===== src/hdl/unct_pkg.sv =====
// shared types and constants for the unix nanoseconds to calendar converter
`timescale 1ns / 1ps
`default_nettype none
package unct_pkg;

	typedef logic [11:0] year_t;
	typedef logic [3:0]  month_t;
	typedef logic [4:0]  mday_t;
	typedef logic [4:0]  hour_t;
	typedef logic [5:0]  minute_t;
	typedef logic [5:0]  second_t;
	typedef logic [29:0] nano_t;
	typedef logic [36:0] secs_t;
	typedef logic [20:0] dnum_t;
	typedef logic [16:0] sod_t;

	// one billion split as 2^9 * 5^9
	localparam logic [20:0] SUB_DIV      = 21'd1953125;
	localparam logic [63:0] SUB_RCP_FULL = 64'hFFFF_FFFF_FFFF_FFFF / 64'd1953125;
	localparam logic [43:0] SUB_RCP      = 44'(SUB_RCP_FULL);

	// epoch and civil shift folded into one offset, keeps seconds non-negative
	localparam logic [36:0] SEC_OFS    = 37'd52938663164;
	localparam logic [29:0] FRAC_SPLIT = 30'd854775808;
	localparam logic [29:0] FRAC_WRAP  = 30'd145224192;

	// 86400 split as 2^7 * 675
	localparam logic [9:0]  DAY_DIV = 10'd675;
	localparam logic [30:0] DAY_RCP = 31'(((64'd1 << 40) + 64'd674) / 64'd675);

	localparam logic [20:0] ERA_DAYS = 21'd146097;
	localparam int unsigned ERA_MAX  = 5;
	localparam logic [17:0] CENT_DAYS = 18'd36524;
	localparam logic [17:0] ERA_LAST  = 18'd146096;

	localparam logic [18:0] D1460_RCP = 19'(((64'd1 << 29) + 64'd1459) / 64'd1460);
	localparam logic [18:0] YEAR_RCP  = 19'(((64'd1 << 27) + 64'd364) / 64'd365);
	localparam logic [11:0] MP_RCP    = 12'(((64'd1 << 19) + 64'd152) / 64'd153);
	localparam logic [22:0] MP_RCP5   = 23'(64'd5 * 64'(MP_RCP));
	localparam logic [22:0] MP_RCP2   = 23'(64'd2 * 64'(MP_RCP));

	localparam logic [17:0] HOUR_RCP = 18'(((64'd1 << 29) + 64'd3599) / 64'd3600);
	localparam logic [16:0] HOUR_SEC = 17'd3600;
	localparam logic [12:0] MIN_RCP  = 13'(((64'd1 << 18) + 64'd59) / 64'd60);
	localparam logic [11:0] MIN_SEC  = 12'd60;

endpackage
`default_nettype wire


===== src/hdl/unct_sec_split.sv =====
// floor split of signed nanoseconds into offset seconds and nanosecond fraction
`timescale 1ns / 1ps
`default_nettype none
module unct_sec_split (
	input  logic            clk,
	input  logic            arst_n,
	input  logic            en,
	input  logic            vld,
	input  logic [63:0]     unix_time_ns,
	output logic            secs_vld,
	output unct_pkg::secs_t secs,
	output unct_pkg::nano_t frac
);
	import unct_pkg::*;

	logic [63:0] biased;
	logic [54:0] u;

	logic [49:0] pp_ll_s1, pp_lh_s1;
	logic [48:0] pp_hl_s1, pp_hh_s1;
	logic [22:0] u23_s1;
	logic [8:0]  lo9_s1;
	logic        vld_s1;

	logic [72:0] a_s2;
	logic [71:0] b_s2;
	logic [22:0] u23_s2;
	logic [8:0]  lo9_s2;
	logic        vld_s2;

	logic [99:0] total;
	logic [34:0] q_s3;
	logic [22:0] u23_s3;
	logic [8:0]  lo9_s3;
	logic        vld_s3;

	logic [45:0] qd_prod;
	logic [34:0] q_s4;
	logic [22:0] r_s4;
	logic [8:0]  lo9_s4;
	logic        vld_s4;

	logic        r_over;
	logic [22:0] r_fix;
	logic [34:0] qb_s5;
	logic [29:0] rb_s5;
	logic        vld_s5;

	logic        borrow;
	secs_t       secs_s6;
	nano_t       frac_s6;
	logic        vld_s6;

	// input plus 2^63 as unsigned
	assign biased  = {~unix_time_ns[63], unix_time_ns[62:0]};
	assign u       = biased[63:9];
	assign total   = 100'(a_s2) + {b_s2, 28'd0};
	assign qd_prod = 46'(q_s3[22:0]) * 46'(SUB_DIV);
	assign r_over  = (r_s4 >= 23'(SUB_DIV));
	assign r_fix   = r_over ? r_s4 - 23'(SUB_DIV) : r_s4;
	assign borrow  = (rb_s5 < FRAC_SPLIT);

	always_ff @(posedge clk or negedge arst_n) begin
		if (!arst_n) begin
			vld_s1 <= 1'b0;
			vld_s2 <= 1'b0;
			vld_s3 <= 1'b0;
			vld_s4 <= 1'b0;
			vld_s5 <= 1'b0;
			vld_s6 <= 1'b0;
		end else if (en) begin
			vld_s1 <= vld;
			vld_s2 <= vld_s1;
			vld_s3 <= vld_s2;
			vld_s4 <= vld_s3;
			vld_s5 <= vld_s4;
			vld_s6 <= vld_s5;
		end
	end

	always_ff @(posedge clk) begin
		if (en) begin
			// partial products of the reciprocal multiply
			pp_ll_s1 <= 50'(u[27:0]) * 50'(SUB_RCP[21:0]);
			pp_lh_s1 <= 50'(u[27:0]) * 50'(SUB_RCP[43:22]);
			pp_hl_s1 <= 49'(u[54:28]) * 49'(SUB_RCP[21:0]);
			pp_hh_s1 <= 49'(u[54:28]) * 49'(SUB_RCP[43:22]);
			u23_s1   <= u[22:0];
			lo9_s1   <= biased[8:0];

			a_s2   <= 73'(pp_ll_s1) + 73'({pp_lh_s1, 22'd0});
			b_s2   <= 72'(pp_hl_s1) + 72'({pp_hh_s1, 22'd0});
			u23_s2 <= u23_s1;
			lo9_s2 <= lo9_s1;

			// estimate is exact or one low
			q_s3   <= total[98:64];
			u23_s3 <= u23_s2;
			lo9_s3 <= lo9_s2;

			q_s4   <= q_s3;
			r_s4   <= u23_s3 - qd_prod[22:0];
			lo9_s4 <= lo9_s3;

			qb_s5 <= r_over ? q_s4 + 35'd1 : q_s4;
			rb_s5 <= {r_fix[20:0], lo9_s4};

			secs_s6 <= 37'(qb_s5) + SEC_OFS - 37'(borrow);
			frac_s6 <= borrow ? rb_s5 + FRAC_WRAP : rb_s5 - FRAC_SPLIT;
		end
	end

	assign secs_vld = vld_s6;
	assign secs     = secs_s6;
	assign frac     = frac_s6;

endmodule
`default_nettype wire


===== config.mk =====
export PLATFORM = sky130hd
export DESIGN_NAME = unct_sec_split
export DESIGN_NICKNAME = d
export VERILOG_FILES = /design/src/hdl/unct_pkg.sv /design/src/hdl/unct_sec_split.sv
export SDC_FILE = /design/constraint.sdc
export NUM_CORES = 2
export LEC_CHECK = 0
export BUFFER_PORTS_ARGS = -buffer_cell sky130_fd_sc_hd__buf_2
export CORE_UTILIZATION = 32
export CTS_BUF_LIST = sky130_fd_sc_hd__clkbuf_2 sky130_fd_sc_hd__clkbuf_4 sky130_fd_sc_hd__clkbuf_8
export DETAILED_ROUTE_END_ITERATION = 7
export HOLD_SLACK_MARGIN = 0.12
export PLACE_DENSITY = 0.43
export SETUP_SLACK_MARGIN = 0.05
export SLEW_MARGIN = 10
export SYNTH_ARGS = -nofsm -noshare
export SYNTH_HDL_FRONTEND = slang
export SYNTH_SLANG_ARGS = --single-unit
export TNS_END_PERCENT = 5

===== constraint.sdc =====
create_clock -name clk -period 6.7 [get_ports clk]
set_input_delay 0.67 -clock clk [delete_from_list [all_inputs] [get_ports clk]]
set_output_delay 0.67 -clock clk [all_outputs]
set_load 0.05 [all_outputs]

== Yosys cells after proc, flatten, opt, wreduce, memory -nomap -nowiden ==
Index checks and enable logic that the tools add are counted.

* Logic and storage cells: 47
* Bits in registers: 678
* Memory bits (writable): 0
* Memories: 0
* Output and inout bits: 68
* Bits in read-only memories: 0
* Input bits: 68
* Latch bits: 0

* Mux-type cells: 3
* Multipliers: 5
* Equal/unequal tests: 0
* Reductions and logical operators: 0
* Bitwise logic cells: 1
* Add/sub/neg operators: 10
* Shift operators: 0
* $lt $le $gt $ge: 2
* Divide/modulo/power cells: 0

{| class="wikitable"
|+ Operators with widths
! kind !! number
|-
| multiplier 28 x 22 -> 50 bit (second input constant) || 2
|-
| adder 73 x 99 -> 99 bit || 1
|-
| multiplier 27 x 22 -> 49 bit (second input constant) || 2
|-
| adder 50 x 72 -> 73 bit || 1
|-
| adder 49 x 71 -> 71 bit || 1
|-
| adder 35 x 36 -> 37 bit (second input constant) || 1
|-
| subtractor 37 x 1 -> 37 bit || 1
|-
| adder 35 x 1 -> 35 bit (second input constant) || 1
|-
| 2-to-1 mux 35 bit || 1
|-
| adder 30 x 28 -> 30 bit (second input constant) || 1
|-
| < comparator 30 bit (second input constant) || 1
|-
| 2-to-1 mux 30 bit || 1
|-
| subtractor 30 bit (second input constant) || 1
|-
| greater-or-equal comparator 23 x 21 -> 1 bit (second input constant) || 1
|-
| multiplier 23 x 21 -> 23 bit (second input constant) || 1
|-
| subtractor 23 bit || 1
|-
| 2-to-1 mux 21 bit || 1
|-
| subtractor 21 bit (second input constant) || 1
|-
| NOT 1 bit || 1
|}

== Depth between registers and ports, before layout ==
* Depth in word-level cells: 2
* Mapped depth: 28
* Depth with buffers taken out: 27

== Worst setup path before layout ==
Ideal clock, no wire load.

* Path kind: input to register
* Start: input port unix_time_ns[20]
* End: register pp_ll_s1[49] (data pin)
* Path buffers: 0
* Setup time: 260 ps
* Required time: 6440 ps
* Path slack: -314 ps
* Cell stages on the path: 25
* Arrival: 6754 ps
* Cell sequence: ha_1 -> fa_1 -> inv_1 -> fa_1 -> inv_1 -> fa_1 -> fa_1 -> fa_1 -> inv_1 -> fa_1 -> inv_1 -> ha_1 -> a21o_1 -> a21oi_1 -> o21ai_0 -> a22o_1 -> a311oi_1 -> o31a_1 -> o211ai_1 -> a31oi_1 -> o21bai_1 -> a21oi_1 -> o21bai_1 -> a21oi_1 -> xnor2_1

* Cells in the longest elaborated chain, start to end: 1

{| class="wikitable"
|+ RTL lines
! what !! RTL line !! text
|-
| from (decl) || unct_sec_split.sv:9 || <nowiki>input logic [63:0] unix_time_ns,</nowiki>
|-
| multiplier 28 x 22 -> 50 bit || unct_sec_split.sv:84 || <nowiki>pp_ll_s1 <= 50'(u[27:0]) * 50'(SUB_RCP[21:0]);</nowiki>
|-
| to (signal assigned) || unct_sec_split.sv:84 ||
|-
| to (decl) || unct_sec_split.sv:19 || <nowiki>logic [49:0] pp_ll_s1, pp_lh_s1;</nowiki>
|}

No other way between the ends.
A chain may end at the register's enable or synchronous reset.

== Worst setup path in the final report ==
* Start: input port unix_time_ns[50]
* End: register pp_hh_s1[45] (data pin)

* Cells in the longest elaborated chain, start to end: 1

{| class="wikitable"
|+ RTL lines
! what !! RTL line !! text
|-
| multiplier 27 x 22 -> 49 bit || unct_sec_split.sv:87 || <nowiki>pp_hh_s1 <= 49'(u[54:28]) * 49'(SUB_RCP[43:22]);</nowiki>
|-
| to (signal assigned) || unct_sec_split.sv:87 ||
|-
| to (decl) || unct_sec_split.sv:20 || <nowiki>logic [48:0] pp_hl_s1, pp_hh_s1;</nowiki>
|}

No other way between the ends.

==> flow_metrics.tcl <==
set metrics [dict create \
    die_x_um 468.7 \
    grt_pass1_wl_mm 283.0 \
    synth_cells 6078 \
    met2WireLength_mm 83.95 \
    async_flop_share 0.009600 \
    viasPerCell 4.517 \
    row_count 170 \
    tightest_slew_ps 1066 \
    wl_mm 180.1 \
    post-route-util 0.3788 \
    htree_levels 3 \
    die_h_um 468.7 \
    met1Wirelength_mm 85.23 \
    mappedNetlistNets 8287 \
    drcViolationCount 0 \
    ff2ff_path_depth 21 \
    syn_area_um2 69700 \
    wire_per_inst_um 18.17 \
    cp_data_arrival_time_ps 7170 \
    avgSynthCellArea_um2 11.47 \
    first_pass_iters 5 \
    status "completed" \
    final.min_clock_period_ps 6570 \
    layout_commonest_cell "inv_1" \
    ys_types 76 \
    r2r-end "r_s4[22]" \
    ioPinCount 136 \
    synth-edff-count 619 \
    hold_class "primary input to flip-flop" \
    dieArea_um2 219700 \
    gr-total-overflow 0 \
    layout-drive-gt1-share 0.1457 \
    port_buffers 135 \
    worst_slew_margin_rel 0.2895 \
    end_kind "flip-flop" \
    place_hpwl_mm 156.5 \
    synth_seq_area_share 0.2688 \
    clk_latency_ps 860 \
    drv_cap 0 \
    fin_nets 9187 \
    hold_end "u23_s1[2]" \
    core_area_um2 215500 \
    synth_ff_type "edfxtp_1" \
    report.final.slew_viol_count 0 \
    cts.sinks 625 \
    grt_pass1_vias 48720 \
    path_max_fanout 3 \
    yosys_warnings 0 \
    fin_crit_sh 0.9806 \
    drt_iter0_markers 1874 \
    synth-seq-cells 625 \
    cp_data_required_time_ps 7300 \
    r2r_setup_slack_ps 660 \
    cts_root_buf "clkbuf_8" \
    grt_max_degree 181 \
    area_growth_pct 17.09 \
    clk_pin_slew_ps 60 \
    report.final.hold_viol_count 0 \
    wl_met3_mm 7.461 \
    cts_tree "yes" \
    cts_buffer_depth 3 \
    routabilityCongestion 0.8655 \
    antenna_found_initial 6 \
    reg2reg_from "q_s3[8]" \
    vias 44770 \
    rsz0062_at_grt "yes" \
    antenna_left 0 \
    initial_core_util 0.3235 \
    crit_type "primary input to flip-flop" \
    setup_viol 0 \
    fmax_mhz 152.2 \
    fin_skew_ps 82.51 \
    top_layer_used "met5" \
    hold_depth 2 \
    final_cell_mix "inv_1 (1329), ha_1 (1279), fa_1 (855)" \
    hp-start "unix_time_ns[11]" \
    groute.usage.overall 0.1694 \
    dp.cells 9691 \
    numCtsBuffers 110 \
    fin_cells 9910 \
    start_kind "primary input" \
]
-- critical path: stages --
cell	delay, ps
buf_2	140
ha_1	370
buf_4	170
fa_1	460
ha_1	310
fa_1	500
inv_1	50
fa_1	470
inv_1	60
fa_1	550
inv_1	60
fa_1	530
inv_1	50
ha_1	190
and2_1	140
or4_1	510
a31oi_1	190
buf_4	150
o21bai_1	130
a311o_1	380
a41o_1	280
a41oi_2	230
a21oi_1	140
a21o_1	200
a21oi_1	170
xnor2_1	80
-- cells in the mapped netlist, types with 7 or more instances --
cell type | instances | area (µm²)
edfxtp_1 | 619 | 18590
clkbuf_1 | 16 | 60.06
or2_2 | 13 | 81.33
nor2_1 | 190 | 713.2
nor2b_1 | 46 | 287.8
a21oi_1 | 238 | 1191
o21bai_1 | 38 | 285.3
ha_1 | 1286 | 16090
and4_1 | 13 | 113.9
nand4_1 | 46 | 287.8
nor3_1 | 38 | 190.2
and3_1 | 37 | 231.5
a31oi_1 | 16 | 100.1
fa_1 | 855 | 17120
nand2b_1 | 37 | 231.5
nor4_1 | 8 | 50.05
a21boi_0 | 7 | 52.55
a41o_1 | 9 | 90.09
xor2_1 | 143 | 1252
o211ai_1 | 9 | 67.56
o21ai_1 | 15 | 75.07
inv_1 | 1329 | 4989
o21a_1 | 30 | 225.2
o21ai_0 | 112 | 560.5
nand2_1 | 183 | 686.9
xnor2_1 | 306 | 2680
a21o_1 | 174 | 1306
and2_1 | 21 | 131.4
o31ai_1 | 9 | 67.56
a41oi_1 | 9 | 78.83
nand3_1 | 79 | 395.4
a211oi_1 | 19 | 142.6
or3_1 | 14 | 87.58
o31a_1 | 9 | 78.83
-- metrics by stage --
stage          worst slack (ps)  hold WS, ps  setup TNS [ps]  area (µm²)
3_3_place_gp             -776.6        401.2          -28020       79020
3_5_place_dp             -890.5        404.5          -30500       79020
6_report                  129.9        312.2               0       81620
5_1_grt                  -15.80        227.2          -26.08       81610
4_1_cts                   143.8        199.2               0       81530
2_1_floorplan             44.40        374.4               0       69770
-- sequential cells by signal, summed over array words and instances (netlist names), 30 cells and up --
register / flops
qb_s5: 35
secs: 37
pp_lh_s1: 48
rb_s5: 30
b_s2: 71
a_s2: 46
frac: 30
pp_hl_s1: 49
pp_hh_s1: 47
q_s3: 35
pp_ll_s1: 30
q_s4: 35
-- logic make-up after synthesis --
group                    share of synthesized area
flip-flops                                  0.2688
multiplexers                              0.001113
AND/OR/NAND/NOR                            0.05172
AO/OA/AOI/OAI                              0.07290
adder cells (fa/ha/maj)                     0.4764
XOR/XNOR                                   0.05642
buffers and inverters                      0.07261
-- worst max path at each step --
| stage | slack (ps) | to | startpoint | cells past startpoint |
|---|---|---|---|---|
| floorplan | 40 | pp_hl_s1[48] | unix_time_ns[54] | 23 |
| global placement | -780 | pp_ll_s1[34] | unix_time_ns[23] | 27 |
| CTS | 140 | pp_ll_s1[34] | unix_time_ns[15] | 27 |
| detailed placement | -890 | pp_ll_s1[34] | unix_time_ns[15] | 27 |
| global route | -20 | pp_ll_s1[49] | unix_time_ns[21] | 28 |
| finish | 130 | pp_hh_s1[45] | unix_time_ns[50] | 26 |
-- metal layers --
metal,vias up,GRT usage
met5,-,0
met4,6,0.03492
met3,191,0.02910
met2,592,0.2781
met1,21870,0.2332
li1,22110,-
-- final cells by class --
cell class | count | area, µm²
Multi-Input combinational cell | 4105 | 46030
Timing Repair Buffer | 807 | 5914
Antenna cell | 4 | 10.01
Clock inverter | 68 | 688.2
Inverter | 1329 | 4989
Tap cell | 2838 | 3551
Sequential cell | 625 | 18740
Clock buffer | 134 | 1694
Fill cell | 21270 | 133900
-- timing repair --
item,CTS,global route
endpoints found under the setup margin,1,20
buffers inserted,0,1
pin swaps,0,4
endpoints found under the hold margin,16,0
resized for setup,1,13
hold buffers,12,0
Power is left out: the tool's default activity adds up to more than one toggle a clock period on the data nets, which glitch-free logic cannot reach.
