[config.mk]
export PLATFORM = sky130hd
export DESIGN_NAME = unct_day_split
export DESIGN_NICKNAME = d
export VERILOG_FILES = /design/src/hdl/unct_pkg.sv /design/src/hdl/unct_day_split.sv
export SDC_FILE = /design/constraint.sdc
export NUM_CORES = 1
export LEC_CHECK = 0
export BUFFER_PORTS_ARGS = -buffer_cell sky130_fd_sc_hd__buf_2
export CAP_MARGIN = 0
export CORE_MARGIN = 4
export CORE_UTILIZATION = 57
export CTS_CLUSTER_SIZE = 30
export DETAILED_ROUTE_END_ITERATION = 7
export GPL_ROUTABILITY_DRIVEN = 0
export PLACE_DENSITY = 0.77
export SYNTH_ARGS = -nofsm -noshare
export SYNTH_HDL_FRONTEND = slang
export SYNTH_SLANG_ARGS = --single-unit
export TNS_END_PERCENT = 10
[constraint.sdc]
create_clock -name clk -period 3.9 [get_ports clk]
set_input_delay 0.39 -clock clk [delete_from_list [all_inputs] [get_ports clk]]
set_output_delay 0.39 -clock clk [all_outputs]
set_load 0.01 [all_outputs]
[src/hdl/unct_pkg.sv]
// shared types and constants for the unix nanoseconds to calendar converter
`timescale 1ns / 1ps
`default_nettype none
package unct_pkg;

	typedef logic [11:0] year_t;
	typedef logic [3:0]  month_t;
	typedef logic [4:0]  mday_t;
	typedef logic [4:0]  hour_t;
	typedef logic [5:0]  minute_t;
	typedef logic [5:0]  second_t;
	typedef logic [29:0] nano_t;
	typedef logic [36:0] secs_t;
	typedef logic [20:0] dnum_t;
	typedef logic [16:0] sod_t;

	// one billion split as 2^9 * 5^9
	localparam logic [20:0] SUB_DIV      = 21'd1953125;
	localparam logic [63:0] SUB_RCP_FULL = 64'hFFFF_FFFF_FFFF_FFFF / 64'd1953125;
	localparam logic [43:0] SUB_RCP      = 44'(SUB_RCP_FULL);

	// epoch and civil shift folded into one offset, keeps seconds non-negative
	localparam logic [36:0] SEC_OFS    = 37'd52938663164;
	localparam logic [29:0] FRAC_SPLIT = 30'd854775808;
	localparam logic [29:0] FRAC_WRAP  = 30'd145224192;

	// 86400 split as 2^7 * 675
	localparam logic [9:0]  DAY_DIV = 10'd675;
	localparam logic [30:0] DAY_RCP = 31'(((64'd1 << 40) + 64'd674) / 64'd675);

	localparam logic [20:0] ERA_DAYS = 21'd146097;
	localparam int unsigned ERA_MAX  = 5;
	localparam logic [17:0] CENT_DAYS = 18'd36524;
	localparam logic [17:0] ERA_LAST  = 18'd146096;

	localparam logic [18:0] D1460_RCP = 19'(((64'd1 << 29) + 64'd1459) / 64'd1460);
	localparam logic [18:0] YEAR_RCP  = 19'(((64'd1 << 27) + 64'd364) / 64'd365);
	localparam logic [11:0] MP_RCP    = 12'(((64'd1 << 19) + 64'd152) / 64'd153);
	localparam logic [22:0] MP_RCP5   = 23'(64'd5 * 64'(MP_RCP));
	localparam logic [22:0] MP_RCP2   = 23'(64'd2 * 64'(MP_RCP));

	localparam logic [17:0] HOUR_RCP = 18'(((64'd1 << 29) + 64'd3599) / 64'd3600);
	localparam logic [16:0] HOUR_SEC = 17'd3600;
	localparam logic [12:0] MIN_RCP  = 13'(((64'd1 << 18) + 64'd59) / 64'd60);
	localparam logic [11:0] MIN_SEC  = 12'd60;

endpackage
`default_nettype wire

[src/hdl/unct_day_split.sv]
// split of offset seconds into day number and second of day
`timescale 1ns / 1ps
`default_nettype none
module unct_day_split (
	input  logic            clk,
	input  logic            arst_n,
	input  logic            en,
	input  logic            vld,
	input  unct_pkg::secs_t secs,
	output logic            day_vld,
	output unct_pkg::dnum_t z,
	output unct_pkg::sod_t  sod
);
	import unct_pkg::*;

	logic [29:0] t;
	logic [60:0] zp;
	logic [30:0] zd;

	dnum_t       z_s7;
	logic [9:0]  t10_s7;
	logic [6:0]  lo7_s7;
	logic        vld_s7;

	dnum_t       z_s8;
	sod_t        sod_s8;
	logic        vld_s8;

	assign t  = secs[36:7];
	assign zp = 61'(t) * 61'(DAY_RCP);
	assign zd = 31'(z_s7) * 31'(DAY_DIV);

	always_ff @(posedge clk or negedge arst_n) begin
		if (!arst_n) begin
			vld_s7 <= 1'b0;
			vld_s8 <= 1'b0;
		end else if (en) begin
			vld_s7 <= vld;
			vld_s8 <= vld_s7;
		end
	end

	always_ff @(posedge clk) begin
		if (en) begin
			z_s7   <= zp[60:40];
			t10_s7 <= t[9:0];
			lo7_s7 <= secs[6:0];

			z_s8   <= z_s7;
			sod_s8 <= {t10_s7 - zd[9:0], lo7_s7};
		end
	end

	assign day_vld = vld_s8;
	assign z       = z_s8;
	assign sod     = sod_s8;

endmodule
`default_nettype wire

; ---- After elaboration in Yosys (flattened, before gate mapping)
; Index checks and enable logic that the tools add are counted.
[op_classes]
addsub = 1
n_mul = 2
[op_table]
columns = operator, count
row1 = $mul A30 B29 Y59 const B, 1
row2 = $mul A21 B10 Y10 const B, 1
row3 = $sub A10 B10 Y10, 1
[word_totals]
reg_bits = 78
input_bits = 41
out_inout_bits = 39
word_cells = 10

; ---- Logic depth before layout (Yosys ltp)
; Gate-level depths: netlist (run 1).
[depth]
word_depth = 2
mapped_depth = 25
depth_no_buf = 24

; ---- Least setup slack after synthesis (run 1)
; Ideal clock, no wire load.
[synth_timing]
path_kind = input-to-reg
startpoint = input port secs[17]
endpoint = register z_s7[18], data pin
setup_ns = 0.269
arrival_time_ns = 5.986
required_time_ns = 3.631
path_slack_ns = -2.355
stages = 22
path_cell_list = fa_1 > ha_1 > inv_1 > fa_1 > fa_1 > inv_1 > fa_1 > fa_1 > fa_1 > inv_1 > fa_1 > inv_1 > ha_1 > a21oi_1 > o21ai_0 > a41oi_1 > a31oi_1 > o21ai_1 > a21oi_2 > o31ai_1 > o31ai_1 > xor2_1
[synth_between]
elab_chain_cells = 1
[synth_rtl]
columns = item, line
row1 = start: declaration, unct_day_split.sv:9  ; input unct_pkg::secs_t secs,
row2 = $mul A30 B29 Y59, unct_day_split.sv:30  ; assign zp = 61'(t) * 61'(DAY_RCP);
row3 = net zp[58], unct_day_split.sv:17  ; logic [60:0] zp;
row4 = end signal: assignment, unct_day_split.sv:45  ; z_s7 <= zp[60:40];
row5 = end: declaration, unct_day_split.sv:20  ; dnum_t z_s7;
; The timed path passes the listed nets, and every way through them passes these cells.
; A chain may end at the register's enable or synchronous reset.

; ---- Worst setup path in the final report (run 1)
[layout_timing]
startpoint = input port secs[15]
endpoint = register z_s7[10], data pin
; The elaborated chain is that of the path after synthesis.

==> results.ini, run 1 <==
[grt]
grt_start_max_net_pins=79
overflow=0
grt_pass1_wl_mm=54.1
antenna_found_initial=1
grt_pass1_vias=11036
grt_usage_pct=23.6

[critical_path]
crit_path_frequent_cell=fa_1
r2r_start=z_s7[0]
setup.worst_path.class=in -> reg
crit_buf_inv=5
crit_path_top_delay_cell=fa_1
worstPathArrival_ps=6220
cp-startpoint=secs[15]
cp_top_family=adder cells
path_max_fanout=6
critical_path.endpoint_type=register
cpPeakStageDelay_ps=520
cp_cell_sequence=buf_4 -> fa_2 -> ha_4 -> inv_2 -> fa_2 -> fa_1 -> inv_1 -> fa_1 -> fa_1 -> fa_1 -> inv_1 -> fa_1 -> inv_2 -> ha_4 -> a21oi_2 -> o21ai_2 -> a41oi_2 -> a31oi_2 -> o21ai_2 -> a21oi_4 -> o31ai_4 -> nor2b_4 -> xnor2_1
start_kind=input port
required_ps=3990

[final_layout]
drive_gt1_share_pct=21.6
diodes=0
final_util_pct=68.4
fin_nets=2249
area_growth_pct=18.3
num-fill-cells=1857
multiInputGateArea_sq_um=11800
regArea_sq_um=2330

[floorplanning]
die_x_um=171
die_height_um=171
row_count=59
design.die.area_sq_um=29100
coreArea_sq_um=26100
start_util_pct=57.8
ios=80

[clock_tree]
numCtsBuffers=9
cts.htree.levels=3
clkTransAtPathRegs_ps=70
root_buffer=clkbuf_16
tritoncts=done
clockBufferDepth=2
clkLatencyLatePin_ps=340
clock-sinks=78

[synthesis]
synthCells=1337
synth_fp_nets=2016
syn_area_per_cell_sq_um=11.3
async_flop_share_pct=2.56
yosysTopAreaCellShare_pct=34.1
synthFlopType=edfxtp_1
synth_edf_count=76
yosys-top-cells-count=411 x ha_1, 360 x inv_1, 227 x fa_1
syn-cell-area_sq_um=15100
synth.ff_latch_count=78
yosys_warnings=0
synthMostInstantiatedCell=ha_1
synth_area_leaders=ha_1 34%, fa_1 30%, edfxtp_1 15%
ys_seq_area_share_pct=15.5
synth_top_area_cell=ha_1
ys_types=58

[sta]
setup_slack_ps=-2230
setup_viol=21
post-route-period-util_pct=157
worstMarginPinSlew_ps=932
finalMaxSlewViolations=0
fin_worst_skew_ps=5.67
relSlewSlack_pct=37.9
clock.fmax_ghz=0.163
period_needed_ps=6130
finalSetupTns_ps=-43090
holdWs_ps=222
rsz0062_at_grt=true
hold_viol_final=0

[route]
drc=0
vias=10201
firstDrtPassIters=5
drt-total-wl_mm=32.6
viasPerCell=5.34
ant_nets=0
drt_iter0_drc=511
wire_per_inst_um=17.1

[worst_hold_path]
hp-class=in -> reg
min_from=secs[2]

[placement]
dp_hpwl_mm=28.7
io_buffers=79

[outcome]
violations=negative setup slack
status=complete, but fails checks

[flow_run]
cap_viol_max_count=0

[stage by stage]
step                      worst slack, ps  cells  cell area [sq um]
after floorplan                     -2150   1337              15200
after global placement              -2620   1887              17000
after detailed placement            -2820   1887              17000
after CTS                           -2170   1907              17600
after global routing                -2420   1910              17800
final                               -2230   1910              17800
[timing repair]
action	CTS	global route
pin swaps	39	33
setup endpoints to repair	21	23
resized for setup	62	49
buffers inserted	3	3
endpoints found under the hold margin	2	0
hold buffers	1	0
[layout make-up]
type	count	share of cell area, %
Sequential cell	78	13.1
Timing Repair Buffer	229	8.97
Clock buffer	9	1.26
Multi-Input combinational cell	892	66.3
Inverter	360	7.58
Tap cell	335	2.35
Clock inverter	7	0.407
[routing by layer]
metal / GRT usage (%) / part of all wire [%] / up-vias
li1: - / - / 4839
met1: 31.5 / 43 / 5038
met2: 40.4 / 49 / 265
met3: 3.05 / 4.8 / 57
met4: 7.08 / 3.0 / 2
met5: 0 / 0.040 / -
[registers in the layout, summed over array words and instances, names as in the netlist]
name	flops
z	21
t10_s7	10
vld_s7	1
day_vld	1
z_s7	21
lo7_s7	7
sod	17
[cells in the final DEF, fill, tap and decap left out, drive strengths merged, types with 4 or more instances in the layout]
cell	Yosys	layout
nand4	6	6
a21o	13	13
or2	4	4
a21oi	41	41
nor2b	4	4
xnor2	25	25
fa	227	227
buf	1	227
a31oi	4	4
clkbuf	6	10
nand2	24	24
o21ai	20	20
nor3	10	10
o21bai	9	9
ha	411	411
o31ai	4	4
nor2	16	16
edfxtp	76	76
a211oi	7	7
o21a	4	4
nand3	13	13
xor2	13	13
inv	360	365
[cell families after synthesis]
logic type / count (synthesis) / synth area share [%]
muxes: 3 / 0.216
adders and majority gates: 638 / 64.3
and+or+nand+nor: 93 / 3.33
buffers and inverters: 367 / 9.20
AOI/OAI and AO/OA: 120 / 5.23
xor gates and xnor gates: 38 / 2.21
DFF: 78 / 15.5
[path summary, 6_finish.rpt]
path / end / slack [ps] / cells after the start
min in group asynchronous: day_vld / 360 / 2
max in group asynchronous: vld_s7 / 3440 / 2
setup / recovery: z_s7[10] / -2230 / 23
hold reg to reg: sod[1] / 420 / 0
hold / removal: lo7_s7[2] / 220 / 1
setup reg to reg: sod[16] / 250 / 16
Power of run 1 is left out: the tool's default activity adds up to more than one toggle a clock period on the data nets, which glitch-free logic cannot reach.
==> inputs of run 2 (changes only) <==
--- a/config.mk
+++ b/config.mk
@@ -6,13 +6,12 @@
 export NUM_CORES = 1
 export LEC_CHECK = 0
 export BUFFER_PORTS_ARGS = -buffer_cell sky130_fd_sc_hd__buf_2
-export CAP_MARGIN = 0
 export CORE_MARGIN = 4
-export CORE_UTILIZATION = 57
+export CORE_UTILIZATION = 40
 export CTS_CLUSTER_SIZE = 30
 export DETAILED_ROUTE_END_ITERATION = 7
 export GPL_ROUTABILITY_DRIVEN = 0
-export PLACE_DENSITY = 0.77
+export PLACE_DENSITY = 0.58
 export SYNTH_ARGS = -nofsm -noshare
 export SYNTH_HDL_FRONTEND = slang
 export SYNTH_SLANG_ARGS = --single-unit
==> results.ini, run 2 (synthesis results as in run 1) <==
[outcome]
status=complete, but fails checks  ; unchanged
violations=negative setup slack  ; unchanged

[critical_path]
required_ps=3980  ; was 3990 ps
r2r_slack_ps=290  ; was 250 ps
setup.worst_path.class=in -> reg  ; unchanged
cp_cell_sequence=buf_6 -> fa_2 -> ha_4 -> inv_2 -> fa_1 -> inv_2 -> fa_1 -> inv_1 -> fa_1 -> inv_1 -> fa_1 -> fa_1 -> inv_1 -> fa_1 -> inv_2 -> ha_4 -> buf_4 -> a41oi_2 -> a31oi_4 -> o21ai_2 -> a21oi_4 -> o31ai_4 -> a21oi_1 -> xnor2_1  ; was buf_4 -> fa_2 -> ha_4 -> inv_2 -> fa_2 -> fa_1 -> inv_1 -> fa_1 -> fa_1 -> fa_1 -> inv_1 -> fa_1 -> inv_2 -> ha_4 -> a21oi_2 -> o21ai_2 -> a41oi_2 -> a31oi_2 -> o21ai_2 -> a21oi_4 -> o31ai_4 -> nor2b_4 -> xnor2_1
crit_path_frequent_cell=fa_1  ; unchanged
crit_path_top_delay_cell=fa_1  ; unchanged
r2r-end=sod[16]  ; unchanged
worstPathArrival_ps=6140  ; was 6220 ps
r2r_start=t10_s7[3]  ; was z_s7[0]
start_kind=input port  ; unchanged
path_max_fanout=6  ; unchanged
critical_path.endpoint_type=register  ; unchanged
cpPeakStageDelay_ps=500  ; was 520 ps
reg2regPathDepth=15  ; was 16

[clock_tree]
clkTransAtPathRegs_ps=70  ; about the same
tritoncts=done  ; unchanged
root_buffer=clkbuf_16  ; unchanged
cts.htree.levels=3  ; unchanged
numCtsBuffers=9  ; unchanged
clockBufferDepth=2  ; unchanged
clkLatencyLatePin_ps=330  ; was 340 ps
clock-sinks=78  ; unchanged

[sta]
relSlewSlack_pct=36.2  ; was 37.9%
hold_viol_final=0  ; unchanged
fin_worst_skew_ps=8.16  ; was 5.67 ps
period_needed_ps=6060  ; was 6130 ps
clock.fmax_ghz=0.165  ; was 0.163 GHz
holdWs_ps=230  ; was 222 ps
setup_viol=21  ; unchanged
worstMarginPinSlew_ps=957  ; was 932 ps
rsz0062_at_grt=true  ; unchanged
finalMaxSlewViolations=0  ; unchanged
post-route-period-util_pct=155  ; was 157%
setup_slack_ps=-2160  ; was -2230 ps
finalSetupTns_ps=-41820  ; was -43090 ps

[route]
firstDrtPassIters=4  ; was 5
drt_iter0_drc=241  ; was 511
drc=0  ; unchanged
vias=9754  ; was 10201
drt-total-wl_mm=32.9  ; was 32.6 mm
ant_nets=0  ; unchanged
wire_per_inst_um=15.8  ; was 17.1 um
viasPerCell=4.69  ; was 5.34

[final_layout]
drive_gt1_share_pct=20.9  ; was 21.6%
area_growth_pct=19.7  ; was 18.3%
num-fill-cells=3385  ; was 1857
final_common_cell=ha_1  ; unchanged
layout_common_cells=393 x ha_1, 351 x inv_1, 213 x fa_1, 155 x buf_4, 76 x edfxtp_1  ; was 395 x ha_1, 349 x inv_1, 210 x fa_1, 149 x buf_4, 76 x edfxtp_1
diodes=0  ; unchanged
fin_nets=2251  ; was 2249
final_area_sq_um=18000  ; was 17800 sq um

[grt]
overflow=0  ; unchanged
use_met3_pct=1.44  ; was 3.05%
grt_pass1_wl_mm=54.8  ; was 54.1 mm
grt_start_max_net_pins=79  ; unchanged
grt_most_used_layer=met2  ; unchanged
grt_use_met2_pct=28.0  ; was 40.4%
antenna_found_initial=0  ; was 1
grt_pass1_vias=10610  ; was 11036
grt_usage_pct=16.7  ; was 23.6%
grtUsageMet1_pct=24.2  ; was 31.5%

[placement]
io_buffers=79  ; unchanged
post-place-ws_ps=-2790  ; was -2820 ps
dp_hpwl_mm=29.9  ; was 28.7 mm
place_area_sq_um=17300  ; was 17000 sq um

[worst_hold_path]
worstHoldPathCells=1  ; unchanged
hp-class=in -> reg  ; unchanged
min_from=secs[1]  ; was secs[2]
whs_endpoint=lo7_s7[1]  ; was lo7_s7[2]

[floorplanning]
die_x_um=202  ; was 171 um
row_count=70  ; was 59
ios=80  ; unchanged
coreArea_sq_um=36900  ; was 26100 sq um
design.die.area_sq_um=40800  ; was 29100 sq um
start_util_pct=40.8  ; was 57.8%
die_height_um=202  ; was 171 um

[flow_run]
cap_viol_max_count=0  ; unchanged

==> run 2: changes by cell type in the layout (fill, tap and decap cells not counted), sizes merged <==
cell	change
clkbuf	-1
inv	-1
bufinv	+1
buf	+3
==> run 2: area by class of cell <==
| class | count | area (sq um) | area share (%) |
|---|---|---|---|
| timing repair buffer | 231 | 1640 | 9.08 |
| clock inverter | 7 | 77.6 | 0.430 |
| tap | 504 | 631 | 3.50 |
| sequential | 78 | 2330 | 12.9 |
| multi-input combinational | 892 | 11800 | 65.3 |
| inverter | 360 | 1350 | 7.49 |
| clock buffer | 9 | 225 | 1.25 |
==> run 2: worst max-delay path by stage <==
stage / slack, ps / start / depth (start not counted) / endpoint
2_1_floorplan: -2150 / secs[16] / 22 / z_s7[11]
3_3_place_gp: -2690 / secs[19] / 25 / z_s7[11]
3_5_place_dp: -2790 / secs[15] / 23 / z_s7[11]
4_1_cts: -2140 / secs[20] / 25 / z_s7[18]
5_1_grt: -2330 / secs[14] / 23 / z_s7[10]
6_report: -2160 / secs[19] / 24 / z_s7[12]
==> run 2: what timing repair did <==
item	CTS	global route
endpoints found under the hold margin	2	0
cloned	0	0
pin swaps	30	29
setup buffers	4	0
hold buffers	1	0
endpoints found under the setup margin	21	22
resized for setup	58	37
==> run 2: layer usage <==
metal | vias to the layer above | wire length (um)
met1 | 4771 | 15900
met3 | 28 | 1020
met2 | 106 | 15500
met4 | 0 | 453
li1 | 4849 | -
met5 | - | 0
==> run 2: critical path: cells and delay by family <==
family          cells  cell delay (ps)
compound gates      6             1230
fa+ha+maj           9             3830
buf+inv             8              540
xor+xnor            1              140
==> run 2: stage by stage <==
stage	utilization, %	cells
6_report	48.9	2081
2_1_floorplan	-	1337
5_1_grt	48.9	2081
3_3_place_gp	46.9	2060
3_5_place_dp	46.9	2060
4_1_cts	48.5	2081
Power of run 2 is left out for the same reason.
==> inputs of run 3 (changes only) <==
--- a/config.mk
+++ b/config.mk
@@ -12,6 +12,7 @@
 export DETAILED_ROUTE_END_ITERATION = 7
 export GPL_ROUTABILITY_DRIVEN = 0
 export PLACE_DENSITY = 0.58
+export SKIP_LAST_GASP = 1
 export SYNTH_ARGS = -nofsm -noshare
 export SYNTH_HDL_FRONTEND = slang
 export SYNTH_SLANG_ARGS = --single-unit
==> results.ini, run 3 (synthesis results as in run 1) <==
[outcome]
status=complete, but fails checks  ; unchanged
violations=negative setup slack  ; unchanged

[floorplanning]
die_x_um=202  ; unchanged
ios=80  ; unchanged
die_height_um=202  ; unchanged
design.die.area_sq_um=40800  ; unchanged
coreArea_sq_um=36900  ; unchanged
row_count=70  ; unchanged
start_util_pct=40.8  ; unchanged

[route]
drc=0  ; unchanged
firstDrtPassIters=4  ; unchanged
vias=9786  ; was 9754
ant_nets=0  ; unchanged
drt-total-wl_mm=32.9  ; about the same
drt_iter0_drc=213  ; was 241
viasPerCell=4.70  ; was 4.69
wire_per_inst_um=15.8  ; about the same

[final_layout]
drive_gt1_share_pct=20.2  ; was 20.9%
num-fill-cells=3387  ; was 3385
fin_nets=2251  ; unchanged
final_util_pct=48.7  ; was 48.9%
layout_common_cells=396 x ha_1, 354 x inv_1, 214 x fa_1, 155 x buf_4, 76 x edfxtp_1  ; was 393 x ha_1, 351 x inv_1, 213 x fa_1, 155 x buf_4, 76 x edfxtp_1
final_area_sq_um=18000  ; about the same
regArea_sq_um=2330  ; unchanged
final_common_cell=ha_1  ; unchanged
area_growth_pct=19.3  ; was 19.7%
diodes=0  ; unchanged
multiInputGateArea_sq_um=11700  ; was 11800 sq um

[placement]
place_area_sq_um=17300  ; unchanged
dp_hpwl_mm=29.9  ; unchanged
io_buffers=79  ; unchanged

[grt]
grt_pass1_vias=10600  ; was 10610
grt_usage_pct=16.7  ; about the same
grt_pass1_wl_mm=54.8  ; about the same
antenna_found_initial=0  ; unchanged
grt_start_max_net_pins=79  ; unchanged
overflow=0  ; unchanged

[critical_path]
crit_path_frequent_cell=fa_1  ; unchanged
worstPathArrival_ps=6130  ; was 6140 ps
required_ps=3980  ; about the same
crit_path_top_delay_cell=fa_1  ; unchanged
setup.worst_path.class=in -> reg  ; unchanged
cpPeakStageDelay_ps=520  ; was 500 ps
path_depth=25  ; was 24
reg2regPathDepth=16  ; was 15
path_max_fanout=6  ; unchanged
cp_top_family=adder cells  ; unchanged
crit_buf_inv=7  ; was 8
start_kind=input port  ; unchanged
critical_path.endpoint_type=register  ; unchanged

[sta]
hold_viol_final=0  ; unchanged
finalSetupTns_ps=-42400  ; was -41820 ps
worstMarginPinSlew_ps=957  ; about the same
relSlewSlack_pct=36.2  ; about the same
clock.fmax_ghz=0.165  ; about the same
setup_slack_ps=-2150  ; was -2160 ps
post-route-period-util_pct=155  ; about the same
setup_viol=21  ; unchanged
finalMaxSlewViolations=0  ; unchanged
rsz0062_at_grt=true  ; unchanged
holdWs_ps=231  ; was 230 ps
period_needed_ps=6050  ; was 6060 ps
fin_worst_skew_ps=8.11  ; was 8.16 ps

[worst_hold_path]
worstHoldPathCells=1  ; unchanged
hp-class=in -> reg  ; unchanged

[clock_tree]
tritoncts=done  ; unchanged
root_buffer=clkbuf_16  ; unchanged
clkTransAtPathRegs_ps=70  ; about the same
numCtsBuffers=9  ; unchanged
cts.htree.levels=3  ; unchanged
clock-sinks=78  ; unchanged
clkLatencyLatePin_ps=330  ; about the same
clockBufferDepth=2  ; unchanged

[flow_run]
cap_viol_max_count=0  ; unchanged

run 3: cell counts in the layout (fill, tap and decap cells not counted):
No cell type changed its count.
run 3: repair_timing:
action                     4_1_cts  5_1_grt
hold buffers                     1        0
hold endpoints to repair         2        0
setup endpoints to repair       21       22
pin swaps                       28       15
resized for setup               56       24
setup buffers                    4        0
run 3: per-stage QoR:
stage          worst slack, ps  cells
2_1_floorplan            -2150   1337
3_3_place_gp             -2690   2060
3_5_place_dp             -2790   2060
4_1_cts                  -2180   2081
5_1_grt                  -2320   2081
6_report                 -2150   2081
run 3: layout make-up:
class | instances | area share (%)
Multi-Input combinational cell | 892 | 65.2
Sequential cell | 78 | 13.0
Timing Repair Buffer | 231 | 9.12
Inverter | 360 | 7.52
Tap cell | 504 | 3.51
Clock buffer | 9 | 1.25
Clock inverter | 7 | 0.432
run 3: worst paths after layout:
| check | startpoint | endpoint | slack, ps |
|---|---|---|---|
| setup / recovery | secs[20] | z_s7[12] | -2150 |
| hold / removal | secs[1] | lo7_s7[1] | 230 |
| setup reg to reg | z_s7[0] | sod[16] | 270 |
| hold reg to reg | lo7_s7[0] | sod[0] | 410 |
| max in group asynchronous | arst_n | vld_s7 | 3430 |
| min in group asynchronous | arst_n | day_vld | 380 |
run 3: routing by layer:
layer	wire length, um	vias to the layer above	part of all wire, %	track usage [%]
met1	15900	4795	48	24.2
met3	963	30	2.9	1.44
met5	0	-	0	0
li1	-	4843	-	-
met2	15500	118	47	28.0
met4	493	0	1.5	2.76
Power of run 3 is left out for the same reason.
