[config.mk]
export PLATFORM = sky130hd
export DESIGN_NAME = unct_civil
export DESIGN_NICKNAME = d
export VERILOG_FILES = /design/src/hdl/unct_pkg.sv /design/src/hdl/unct_civil.sv
export SDC_FILE = /design/constraint.sdc
export NUM_CORES = 1
export LEC_CHECK = 0
export BUFFER_PORTS_ARGS = -buffer_cell sky130_fd_sc_hd__buf_2
export CORE_MARGIN = 10
export CORE_UTILIZATION = 40
export DETAILED_ROUTE_END_ITERATION = 8
export PLACE_DENSITY_LB_ADDON = 0.12
export SYNTH_ARGS = -nofsm -noshare
export SYNTH_HDL_FRONTEND = slang
export SYNTH_SLANG_ARGS = --single-unit
export TNS_END_PERCENT = 30
[constraint.sdc]
create_clock -name clk -period 7.8 [get_ports clk]
set_input_delay 2.34 -clock clk [delete_from_list [all_inputs] [get_ports clk]]
set_output_delay 2.34 -clock clk [all_outputs]
set_load 0.05 [all_outputs]
[src/hdl/unct_pkg.sv]
// shared types and constants for the unix nanoseconds to calendar converter
`timescale 1ns / 1ps
`default_nettype none
package unct_pkg;

	typedef logic [11:0] year_t;
	typedef logic [3:0]  month_t;
	typedef logic [4:0]  mday_t;
	typedef logic [4:0]  hour_t;
	typedef logic [5:0]  minute_t;
	typedef logic [5:0]  second_t;
	typedef logic [29:0] nano_t;
	typedef logic [36:0] secs_t;
	typedef logic [20:0] dnum_t;
	typedef logic [16:0] sod_t;

	// one billion split as 2^9 * 5^9
	localparam logic [20:0] SUB_DIV      = 21'd1953125;
	localparam logic [63:0] SUB_RCP_FULL = 64'hFFFF_FFFF_FFFF_FFFF / 64'd1953125;
	localparam logic [43:0] SUB_RCP      = 44'(SUB_RCP_FULL);

	// epoch and civil shift folded into one offset, keeps seconds non-negative
	localparam logic [36:0] SEC_OFS    = 37'd52938663164;
	localparam logic [29:0] FRAC_SPLIT = 30'd854775808;
	localparam logic [29:0] FRAC_WRAP  = 30'd145224192;

	// 86400 split as 2^7 * 675
	localparam logic [9:0]  DAY_DIV = 10'd675;
	localparam logic [30:0] DAY_RCP = 31'(((64'd1 << 40) + 64'd674) / 64'd675);

	localparam logic [20:0] ERA_DAYS = 21'd146097;
	localparam int unsigned ERA_MAX  = 5;
	localparam logic [17:0] CENT_DAYS = 18'd36524;
	localparam logic [17:0] ERA_LAST  = 18'd146096;

	localparam logic [18:0] D1460_RCP = 19'(((64'd1 << 29) + 64'd1459) / 64'd1460);
	localparam logic [18:0] YEAR_RCP  = 19'(((64'd1 << 27) + 64'd364) / 64'd365);
	localparam logic [11:0] MP_RCP    = 12'(((64'd1 << 19) + 64'd152) / 64'd153);
	localparam logic [22:0] MP_RCP5   = 23'(64'd5 * 64'(MP_RCP));
	localparam logic [22:0] MP_RCP2   = 23'(64'd2 * 64'(MP_RCP));

	localparam logic [17:0] HOUR_RCP = 18'(((64'd1 << 29) + 64'd3599) / 64'd3600);
	localparam logic [16:0] HOUR_SEC = 17'd3600;
	localparam logic [12:0] MIN_RCP  = 13'(((64'd1 << 18) + 64'd59) / 64'd60);
	localparam logic [11:0] MIN_SEC  = 12'd60;

endpackage
`default_nettype wire

[src/hdl/unct_civil.sv]
// gregorian year, month and day from the shifted day number
`timescale 1ns / 1ps
`default_nettype none
module unct_civil (
	input  logic             clk,
	input  logic             arst_n,
	input  logic             en,
	input  logic             vld,
	input  unct_pkg::dnum_t  z,
	output logic             date_vld,
	output unct_pkg::year_t  year,
	output unct_pkg::month_t month,
	output unct_pkg::mday_t  day
);
	import unct_pkg::*;

	function automatic logic [8:0] month_off(input logic [3:0] mp);
		logic [8:0] off;
		unique case (mp)
			4'd0:    off = 9'd0;
			4'd1:    off = 9'd31;
			4'd2:    off = 9'd61;
			4'd3:    off = 9'd92;
			4'd4:    off = 9'd122;
			4'd5:    off = 9'd153;
			4'd6:    off = 9'd184;
			4'd7:    off = 9'd214;
			4'd8:    off = 9'd245;
			4'd9:    off = 9'd275;
			4'd10:   off = 9'd306;
			4'd11:   off = 9'd337;
			default: off = 9'd0;
		endcase
		return off;
	endfunction

	logic [2:0]  era_n;
	logic [36:0] ap;
	logic [2:0]  cent_n;
	logic [36:0] yp;
	logic [1:0]  yc_n;
	logic [17:0] ybase;
	logic [22:0] mpp;

	logic vld_s9, vld_s10, vld_s11, vld_s12, vld_s13, vld_s14, vld_s15, vld_s16;

	dnum_t       z_s9;
	logic [2:0]  era_s9, era_s10, era_s11, era_s12, era_s13, era_s14, era_s15;
	logic [17:0] doe_s10, doe_s11, doe_s12, doe_s13;
	logic [6:0]  a1_s11;
	logic [2:0]  cent_s11;
	logic        last_s11;
	logic [17:0] n_s12;
	logic [8:0]  yoe_s13, yoe_s14, yoe_s15;
	logic [8:0]  doy_s14, doy_s15;
	logic [3:0]  mp_s15;
	year_t       year_s16;
	month_t      month_s16;
	mday_t       day_s16;

	always_comb begin
		era_n = 3'd0;
		for (int k = 1; k <= ERA_MAX; k++) begin
			if (z >= 21'(k) * ERA_DAYS)
				era_n = era_n + 3'd1;
		end
	end

	always_comb begin
		cent_n = 3'd0;
		for (int k = 1; k <= 4; k++) begin
			if (doe_s10 >= 18'(k) * CENT_DAYS)
				cent_n = cent_n + 3'd1;
		end
	end

	always_comb begin
		yc_n = 2'd0;
		for (int k = 1; k <= 3; k++) begin
			if (yoe_s13 >= 9'(k * 100))
				yc_n = yc_n + 2'd1;
		end
	end

	assign ap    = 37'(doe_s10) * 37'(D1460_RCP);
	assign yp    = 37'(n_s12) * 37'(YEAR_RCP);
	assign ybase = 18'(yoe_s13) * 18'd365 + 18'(yoe_s13[8:2]) - 18'(yc_n);
	assign mpp   = 23'(doy_s14) * MP_RCP5 + MP_RCP2;

	always_ff @(posedge clk or negedge arst_n) begin
		if (!arst_n) begin
			vld_s9  <= 1'b0;
			vld_s10 <= 1'b0;
			vld_s11 <= 1'b0;
			vld_s12 <= 1'b0;
			vld_s13 <= 1'b0;
			vld_s14 <= 1'b0;
			vld_s15 <= 1'b0;
			vld_s16 <= 1'b0;
		end else if (en) begin
			vld_s9  <= vld;
			vld_s10 <= vld_s9;
			vld_s11 <= vld_s10;
			vld_s12 <= vld_s11;
			vld_s13 <= vld_s12;
			vld_s14 <= vld_s13;
			vld_s15 <= vld_s14;
			vld_s16 <= vld_s15;
		end
	end

	always_ff @(posedge clk) begin
		if (en) begin
			z_s9   <= z;
			era_s9 <= era_n;

			era_s10 <= era_s9;
			doe_s10 <= 18'(z_s9 - 21'(era_s9) * ERA_DAYS);

			era_s11  <= era_s10;
			doe_s11  <= doe_s10;
			a1_s11   <= ap[35:29];
			cent_s11 <= cent_n;
			last_s11 <= (doe_s10 == ERA_LAST);

			era_s12 <= era_s11;
			doe_s12 <= doe_s11;
			n_s12   <= doe_s11 - 18'(a1_s11) + 18'(cent_s11) - 18'(last_s11);

			era_s13 <= era_s12;
			doe_s13 <= doe_s12;
			yoe_s13 <= yp[35:27];

			era_s14 <= era_s13;
			yoe_s14 <= yoe_s13;
			doy_s14 <= 9'(doe_s13 - ybase);

			era_s15 <= era_s14;
			yoe_s15 <= yoe_s14;
			doy_s15 <= doy_s14;
			mp_s15  <= mpp[22:19];

			// march-based months; january and february belong to the next year
			year_s16  <= 12'(yoe_s15) + 12'(era_s15) * 12'd400 + 12'(mp_s15 >= 4'd10);
			month_s16 <= (mp_s15 < 4'd10) ? mp_s15 + 4'd3 : mp_s15 - 4'd9;
			day_s16   <= 5'(doy_s15 - month_off(mp_s15) + 9'd1);
		end
	end

	assign date_vld = vld_s16;
	assign year     = year_s16;
	assign month    = month_s16;
	assign day      = day_s16;

endmodule
`default_nettype wire

# After elaboration in Yosys (flattened, before gate mapping)
# Memories as Yosys holds them, arrays and structs flattened. A register that Yosys moved wholly into a read port is not among the register bits.
# Index checks and enable logic that the tools add are counted.
# Widths: inputs -> output; s select.
[word_totals] reg_bits=196 latch_bits=0 ramBits=0 rom_bits=144 out_inout_bits=22 n_memories=1
[mem_list] name="(name not given)" depth=16 width=9 rd=1 rd_ports_with_merged_regs=1 write_ports=0 line="unct_civil.sv:19" source="unique case (mp)"
[classes] addsub=23 n_mul=6 n_div=0 n_lt_le_gt_ge=14 n_eq_ne=1 n_shift=0 muxes=15 n_bitwise=0 n_reduce_logical=0
[op_table] op="$mul 18x16->33 const B" count=2
[op_table] op="$ge 21x19->1 const B" count=2
[op_table] op="$ge 21x20->1 const B" count=2
[op_table] op="$ge 18x17->1 const B" count=2
[op_table] op="$add 23x13->23 const B" count=1
[op_table] op="$mul 9x15->23 const B" count=1
[op_table] op="$add 3x1->3 const B" count=7
[op_table] op="$ge 21x18->1 const B" count=1
[op_table] op="$mux 3" count=7
[op_table] op="$add 18x3->18" count=1
[op_table] op="$eq 18x18->1 const B" count=1
[op_table] op="$ge 18x16->1 const B" count=1
[op_table] op="$ge 18x18->1 const B" count=1
[op_table] op="$mul 3x18->18 const B" count=1
[op_table] op="$sub 18x1->18" count=1
[op_table] op="$sub 18x18->18" count=1
[op_table] op="$sub 18x7->18" count=1
[op_table] op="$add 12x1->12" count=1
[op_table] op="$add 9x12->12" count=1
[op_table] op="$add 9x7->9" count=1
[op_table] op="$ge 9x7->1 const B" count=1
[op_table] op="$ge 9x8->1 const B" count=1
[op_table] op="$ge 9x9->1 const B" count=1
[op_table] op="$mul 9x9->9 const B" count=1
[op_table] op="14 further kinds" count=19

# Logic depth before layout (Yosys ltp)
# Gate-level depths: netlist of run 1.
[depth] ltp_word=10 mapped_depth=26 ltp_nobuf=26

# Worst setup path after synthesis of run 1
# Ideal clock, no wire load.
[synth_timing] path_type="register to register" start="reg n_s12[6]" end="reg yoe_s13[8], data pin" arrival_ns=5.748 required_ns=7.540 path_slack_ns=1.792 path_stages_with_launch=19 n_path_buf=0 synth_period_minus_slack_ns=6.008 path_cell_list="edfxtp_1 > ha_1 > fa_1 > fa_1 > fa_1 > inv_1 > fa_1 > fa_1 > inv_1 > ha_1 > a21o_1 > a21o_1 > a211oi_1 > a31oi_1 > or4b_4 > o31a_1 > a41o_1 > a21oi_2 > xnor2_1"
[synth_between] elab_chain_len=1
[synth_rtl] item="start: declaration" line="unct_civil.sv:53" source="logic [17:0] n_s12;"
[synth_rtl] item="start signal: assignment" line="unct_civil.sv:128" source="n_s12 <= doe_s11 - 18'(a1_s11) + 18'(cent_s11) - 18'(last_s11);"
[synth_rtl] item="$mul 18x16->33" line="unct_civil.sv:86" source="assign yp = 37'(n_s12) * 37'(YEAR_RCP);"
[synth_rtl] item="via yp[35]" line="unct_civil.sv:40" source="logic [36:0] yp;"
[synth_rtl] item="end signal: assignment" line="unct_civil.sv:132" source="yoe_s13 <= yp[35:27];"
[synth_rtl] item="end: declaration" line="unct_civil.sv:54" source="logic [8:0] yoe_s13, yoe_s14, yoe_s15;"
# The timed path passes the listed nets, and every way through them passes these cells.
# A chain may end at the register's enable or synchronous reset.

# Final worst setup path of run 1
# Same ends and word-level chain as after synthesis.

==> results of run 1 <==
[registers in the layout, summed over array words and instances, names as in the netlist, 4 cells and up, named ones only]
register,flops
z_s9,18
mp_s15,4
doe_s12,9
yoe_s15,9
month,4
doe_s13,9
doe_s11,18
doe_s10,18
n_s12,18
year,12
doy_s15,5
doy_s14,9
day,5
a1_s11,7
yoe_s14,9
yoe_s13,9
[per-layer routing]
metal	vias up	track usage, %	part of all wire, %
li1	7062	-	-
met1	6874	19.07	49
met2	168	22.99	46
met3	41	2.482	4.0
met4	0	2.440	1.6
met5	-	0	0
[final timing paths]
path                       startpoint         end  depth (start not counted)
min in group asynchronous      arst_n      vld_s9                          1
hold / removal             doe_s12[0]  doe_s13[0]                          0
hold reg to reg            doe_s12[0]  doe_s13[0]                          0
setup / recovery             n_s12[6]  yoe_s13[8]                         18
setup reg to reg             n_s12[6]  yoe_s13[8]                         18
max in group asynchronous      arst_n     vld_s13                          1
[through the flow]
stage / area [um2] / std cells / setup slack (ns) / hold slack (ns)
floorplan: 24130 / 2131 / 1.792 / 0.4003
CTS: 26070 / 2997 / 1.446 / 0.4151
detailed placement: 25360 / 2953 / 1.421 / 0.4045
global placement: 25360 / 2953 / 1.527 / 0.4014
global route: 26070 / 2997 / 1.242 / 0.4224
finish: 26070 / 2997 / 1.485 / 0.4129
[layout by cell type (no fill, tap or decap), drive strengths merged, types with 8 or more instances in the layout]
master,instances
nand3,19
clkbuf,29
edfxtp,188
nand4,9
buf,51
fa,284
o21bai,10
ha,530
xor2,25
nand2b,11
nand2,36
nor2,43
nor2b,11
nor3,10
o21a,12
o21ai,41
dfrtp,8
a211oi,8
xnor2,85
a21o,33
and3,9
inv,589
a21oi,59
mux2,13
clkinv,13
[worst register-to-register path, cell delays in order (launching register included)]
cell and delay, ns:
edfxtp_1 0.60, ha_1 0.39, fa_1 0.50, fa_1 0.53, fa_1 0.55, inv_1 0.06, fa_1 0.52, fa_1 0.55
inv_1 0.05, ha_1 0.30, a21o_1 0.16, a21o_1 0.20, o221ai_1 0.22, a2111oi_0 0.11, or4b_4 0.56, o31a_1 0.30
a41o_1 0.28, a21oi_2 0.15, xnor2_1 0.07
[logic make-up after synthesis]
kind of cell / after synthesis / synth area share [%]
xor gates and xnor gates: 110 / 3.993
adders and majority gates: 814 / 51.05
and+or+nand+nor: 173 / 3.682
muxes: 18 / 0.8142
DFF: 201 / 24.64
AOI/OAI and AO/OA: 226 / 6.649
buffers and inverters: 589 / 9.164
[cell type report]
class	count	area, um2
Clock buffer	29	619.3
Clock inverter	15	88.84
Sequential cell	201	5946
Timing Repair Buffer	51	277.8
Multi-Input combinational cell	1341	15970
Tap cell	773	967.2
Fill cell	5636	33280
Inverter	587	2203
==> key figures, run 1 <==
Status
  • Status: finished, final reports clean

Clock network
  • CTS sink cnt: 201
  • H-tree depth: 1
  • Post-CTS setup buffer count: 0
  • Clock buffer depth: 3
  • Clock latency on the worst-skew pair: ~0.54 ns
  • Num CTS Buffers: 24
  • TritonCTS clock tree: done
  • Clock-pin slew on the worst setup and hold paths: 0.06 ns
  • PostCTS Resize Cnt: 0
  • CTS Root Cell: clkbuf_16
  • Hold_buf cts: 0

Drt
  • First-pass detailed-route iteration total: 5
  • Drt drc: 0
  • Via count: roughly 14k
  • DR iter-0 viols: 547
  • Vias/cell: 4.720
  • Antenna Nets Post-Route: 0
  • WL final: between 40000 and 50000 um
  • Routed len/inst: 15.80 um

Critical path
  • Slowest stage delay, CP: ~0.6 ns
  • Reg2Reg Setup Slack: 1.49 ns
  • Startpoint types: flop
  • Most common cell on crit path: fa_1
  • Critical-path cell list: ha_1, fa_1, fa_1, fa_1, inv_1, fa_1, fa_1, inv_1, ha_1, a21o_1, a21o_1, o221ai_1, a2111oi_0, or4b_4, o31a_1, a41o_1, a21oi_2, xnor2_1
  • Slowest cell on the critical path: edfxtp_1
  • Element type at the critical path end: flop
  • CP arrival: 6.61 ns
  • Worst Path Max Fanout: 9
  • Setup CP Type: reg -> reg
  • CP Data Required Time: 8.09 ns
  • Crit path buf inv count: 2
  • CP delay by family, top: adder cells

GRT
  • First-pass GRT wire length: between 70000 and 80000 um
  • Tot GR Track Use: 13.93%
  • Remaining Overflow, GRT: 0
  • Largest net degree at the start of global routing: 75
  • Initial antenna violation count: 1
  • Number of global-route vias before repair: 15.37k

Floorplanning
  • Row count: 89
  • Initial Util: 40.65%
  • # IOs: 47
  • Die area: 70540 um2
  • Die W: roughly 270 um
  • Die Y: 265.6 um
  • Core area: 59350 um2

Run
  • Max-capacitance violation count: 0

Final layout
  • Share of layout cells above drive strength 1: between 5 and 6%
  • Nets: between 3k and 4k
  • # diodes: 0
  • Layout area overhead: 8.065%
  • Final core occ: a little over two fifths

Synth
  • Synth Area per Inst: 11.32 um2
  • Synth cell types: 70
  • Synth top cells by count: 587 x inv_1, 530 x ha_1, 284 x fa_1
  • Synth area leader: ha_1
  • Share of synthesized flip-flops with an asynchronous set or reset: 3.980%
  • Sequential fraction of the synthesis area: between 20 and 25%
  • Cell Area, Synth: 24130 um2
  • Most used flip-flop cell after synthesis: edfxtp_1
  • #FFs+latches synth: approximately 200
  • Top-count cell post-synth: inv_1
  • Post-synth top area share: 27.49%
  • Mapped Nets: 2970
  • Largest cells by area after synthesis: ha_1 27%, fa_1 24%, edfxtp_1 23%
  • Post-synth EDFFs: 188
  • Synth Instances: 2131
  • Yosys warning total: 0

Timing
  • Final setup viols: 0
  • Hold Fails Final Rpt: 0
  • Slew of the pin with the lowest slew margin: 1.060 ns
  • TNS Setup: 0 ns
  • Crit share post-route: 80.96%
  • Slew Limit Fails: 0
  • Post-layout minimum cycle time: 6.315 ns
  • Slew headroom: 28.36%
  • FMAX: 158.4 MHz
  • RSZ-0062 raised after global routing: no
  • Clk_skew: 0.02063 ns

Placement
  • DP HPWL: 40290 um
  • GP Congestion: between 0.8 and 0.9
  • IO buf count: 46

Min path
  • Hold crit path type: reg -> reg
Power of run 1 is left out: the tool's default activity adds up to more than one toggle a clock period on the data nets, which glitch-free logic cannot reach.
==> inputs of run 2 (changes only) <==
--- a/config.mk
+++ b/config.mk
@@ -5,6 +5,7 @@
 export SDC_FILE = /design/constraint.sdc
 export NUM_CORES = 1
 export LEC_CHECK = 0
+export ABC_AREA = 1
 export BUFFER_PORTS_ARGS = -buffer_cell sky130_fd_sc_hd__buf_2
 export CORE_MARGIN = 10
 export CORE_UTILIZATION = 40
==> constraint.sdc (replaced) <==
create_clock -name clk -period 5.3 [get_ports clk]
set_input_delay 1.59 -clock clk [delete_from_list [all_inputs] [get_ports clk]]
set_output_delay 1.59 -clock clk [all_outputs]
set_load 0.05 [all_outputs]
==> run 2 against run 1 <==
Die area grew 7.5%; core utilization grew 1.6 points; non-clock buffer count grew 94; register-to-register slack lost 1.4 ns; critical endpoint unchanged.
==> key figures, run 2 <==
Timing
  • RSZ-0062 raised after global routing: yes
  • FMAX: 193.2 MHz
  • Final setup viols: 0
  • Crit share post-route: 97.66%
  • Slew of the pin with the lowest slew margin: around 0.85 ns
  • Slew headroom: 43.03%
  • Clk_skew: about 0.019 ns
  • TNS Setup: 0 ns
  • Post-layout minimum cycle time: 5.176 ns
  • Slew Limit Fails: 0
  • Hold Fails Final Rpt: 0

Drt
  • Via count: between 15k and 20k
  • DR iter-0 viols: 747
  • Vias/cell: 4.794
  • First-pass detailed-route iteration total: 5
  • Drt drc: 0
  • Routed len/inst: 15.81 um
  • WL final: 59920 um
  • Antenna Nets Post-Route: 0

Synth
  • Compound-Gate Fraction of Synth Area: 6.001%
  • Synth area leader: ha_1
  • Post-synth top area share: between 20% and 30%
  • Most used flip-flop cell after synthesis: edfxtp_1
  • Top-count cell post-synth: inv_1
  • Largest family of logic cells by synthesized area: adder cells
  • Synth Area per Inst: 9.508 um2
  • Largest cells by area after synthesis: ha_1 25%, fa_1 22%, edfxtp_1 22%
  • Post-synth EDFFs: 188
  • Cell Area, Synth: 26080 um2
  • XOR/XNOR Fraction of Synth Area: 3.056%
  • Synth cell types: 49
  • Post-synthesis mux area share: 0%
  • Post-Synth Simple-Gate Area: about 11%
  • Synth Instances: 2743
  • Adder-cell share of the synthesized area: 47.22%
  • Mapped Nets: 3582
  • Sequential fraction of the synthesis area: 22.80%
  • Yosys warning total: 0
  • Share of synthesized flip-flops with an asynchronous set or reset: 3.980%
  • Synth top cells by count: 703 x inv_1, 530 x ha_1, 358 x nand2_1
  • #FFs+latches synth: 201

Critical path
  • Slowest cell on the critical path: fa_1
  • Element type at the critical path end: flop
  • Startpoint types: flop
  • Most common cell on crit path: fa_1
  • CP delay by family, top: adder cells
  • Critical-path cell list: buf_4, ha_1, fa_1, fa_1, inv_1, fa_1, fa_1, fa_1, inv_1, ha_2, nand2_1, nor2_1, inv_1, o21ai_0, a21oi_1, nand2_1, xnor2_1
  • CP Data Required Time: 5.60 ns
  • RR Startpoint: n_s12[5]
  • Reg2reg end: yoe_s13[8]
  • Setup CP Type: reg -> reg
  • Slowest stage delay, CP: between 0.5 and 0.6 ns
  • Crit path buf inv count: 4
  • Worst R2R Path Depth: 17
  • Reg2Reg Setup Slack: 0.12 ns
  • CP arrival: 5.47 ns
  • Worst Path Max Fanout: 5
  • WP depth: 17

Placement
  • GP Congestion: 0.8603
  • Cell Area, Placed: about 28000 um2
  • DP HPWL: 50840 um
  • IO buf count: 46

Min path
  • Worst Hold Depth: 0
  • Hold crit path type: reg -> reg
  • Hold wc startpoint: doe_s12[4]
  • Hold Crit Endpoint: doe_s13[4]

Final layout
  • Share of layout cells above drive strength 1: 9.097%
  • # diodes: 0
  • Post-Layout Inst Area: 29350 um2
  • Nets: 3753
  • Commonest non-fill, non-tap cells in the layout: 703 x inv_1, 516 x ha_1, 352 x nand2_1, 280 x fa_1, 188 x edfxtp_1
  • Most common cell after layout, fill and taps aside: inv_1
  • Layout area overhead: 12.53%

Clock network
  • CTS sink cnt: 201
  • Clock-pin slew on the worst setup and hold paths: ~0.07 ns
  • Clock buffer depth: 3
  • Clock latency on the worst-skew pair: 0.57 ns
  • H-tree depth: 1
  • TritonCTS clock tree: done
  • Hold_buf cts: 0
  • CTS Root Cell: clkbuf_16
  • Num CTS Buffers: 27

GRT
  • Tot GR Track Use: 16.19%
  • Number of global-route vias before repair: 19.54k
  • Remaining Overflow, GRT: 0
  • Largest net degree at the start of global routing: between 150 and 200
  • First-pass GRT wire length: 99360 um
  • Initial antenna violation count: 0

Floorplanning
  • Die Y: 275.4 um
  • Row count: between 90 and 100
  • # IOs: 47
  • Initial Util: 40.46%
  • Core area: 64460 um2
  • Die W: 275.4 um
  • Die area: 75820 um2

Status
  • Status: finished, final reports clean

Run
  • Max-capacitance violation count: 0
## run 2: cell type report
| cell class | count | area [um2] |
|---|---|---|
| sequential | 201 | 5946 |
| inverter | 705 | 2646 |
| timing repair buffer | 145 | 1017 |
| multi-input combinational | 1834 | 17780 |
| fill | 6258 | 35110 |
| clock buffer | 33 | 698.2 |
| clock inverter | 17 | 187.7 |
| tap | 855 | 1070 |
## run 2: worst max path at each step
stage / startpoint / to / slack (ns)
3_5_place_dp: n_s12[6] / yoe_s13[8] / -0.07
5_1_grt: n_s12[5] / yoe_s13[8] / -0.06
4_1_cts: n_s12[6] / yoe_s13[0] / 0.01
3_3_place_gp: n_s12[5] / yoe_s13[0] / -0.03
2_1_floorplan: doe_s10[8] / a1_s11[2] / 0.25
6_report: n_s12[5] / yoe_s13[8] / 0.12
## run 2: per-stage QoR
stage	setup WS [ns]	cells	hold WS [ns]	utilization (%)
2_1_floorplan	0.2534	2743	0.4003	-
3_3_place_gp	-0.02620	3714	0.4004	43.34
3_5_place_dp	-0.06589	3714	0.4051	43.34
4_1_cts	0.009702	3771	0.4191	44.81
5_1_grt	-0.06460	3790	0.4204	45.53
6_report	0.1239	3790	0.4167	45.53
## run 2: cells by family (layout without fill, tap and decap cells)
kind of cell               count (synthesis)  in the layout
AOI/OAI and AO/OA                        277            277
xor gates and xnor gates                  91             91
adders and majority gates                814            814
buffers and inverters                    708            900
DFF                                      201            201
and+or+nand+nor                          652            652
## run 2: layer usage
metal / share of wire [%] / track usage, %
met5: 0 / 0
met4: 2.3 / 4.098
met3: 2.5 / 1.584
met2: 50 / 29.12
met1: 45 / 20.50
## run 2: repair_timing
action	4_1_cts	5_1_grt
buffers inserted	7	19
pin swaps	0	20
gates resized for setup	5	68
setup endpoints to repair	3	22
Power of run 2 is left out for the same reason.
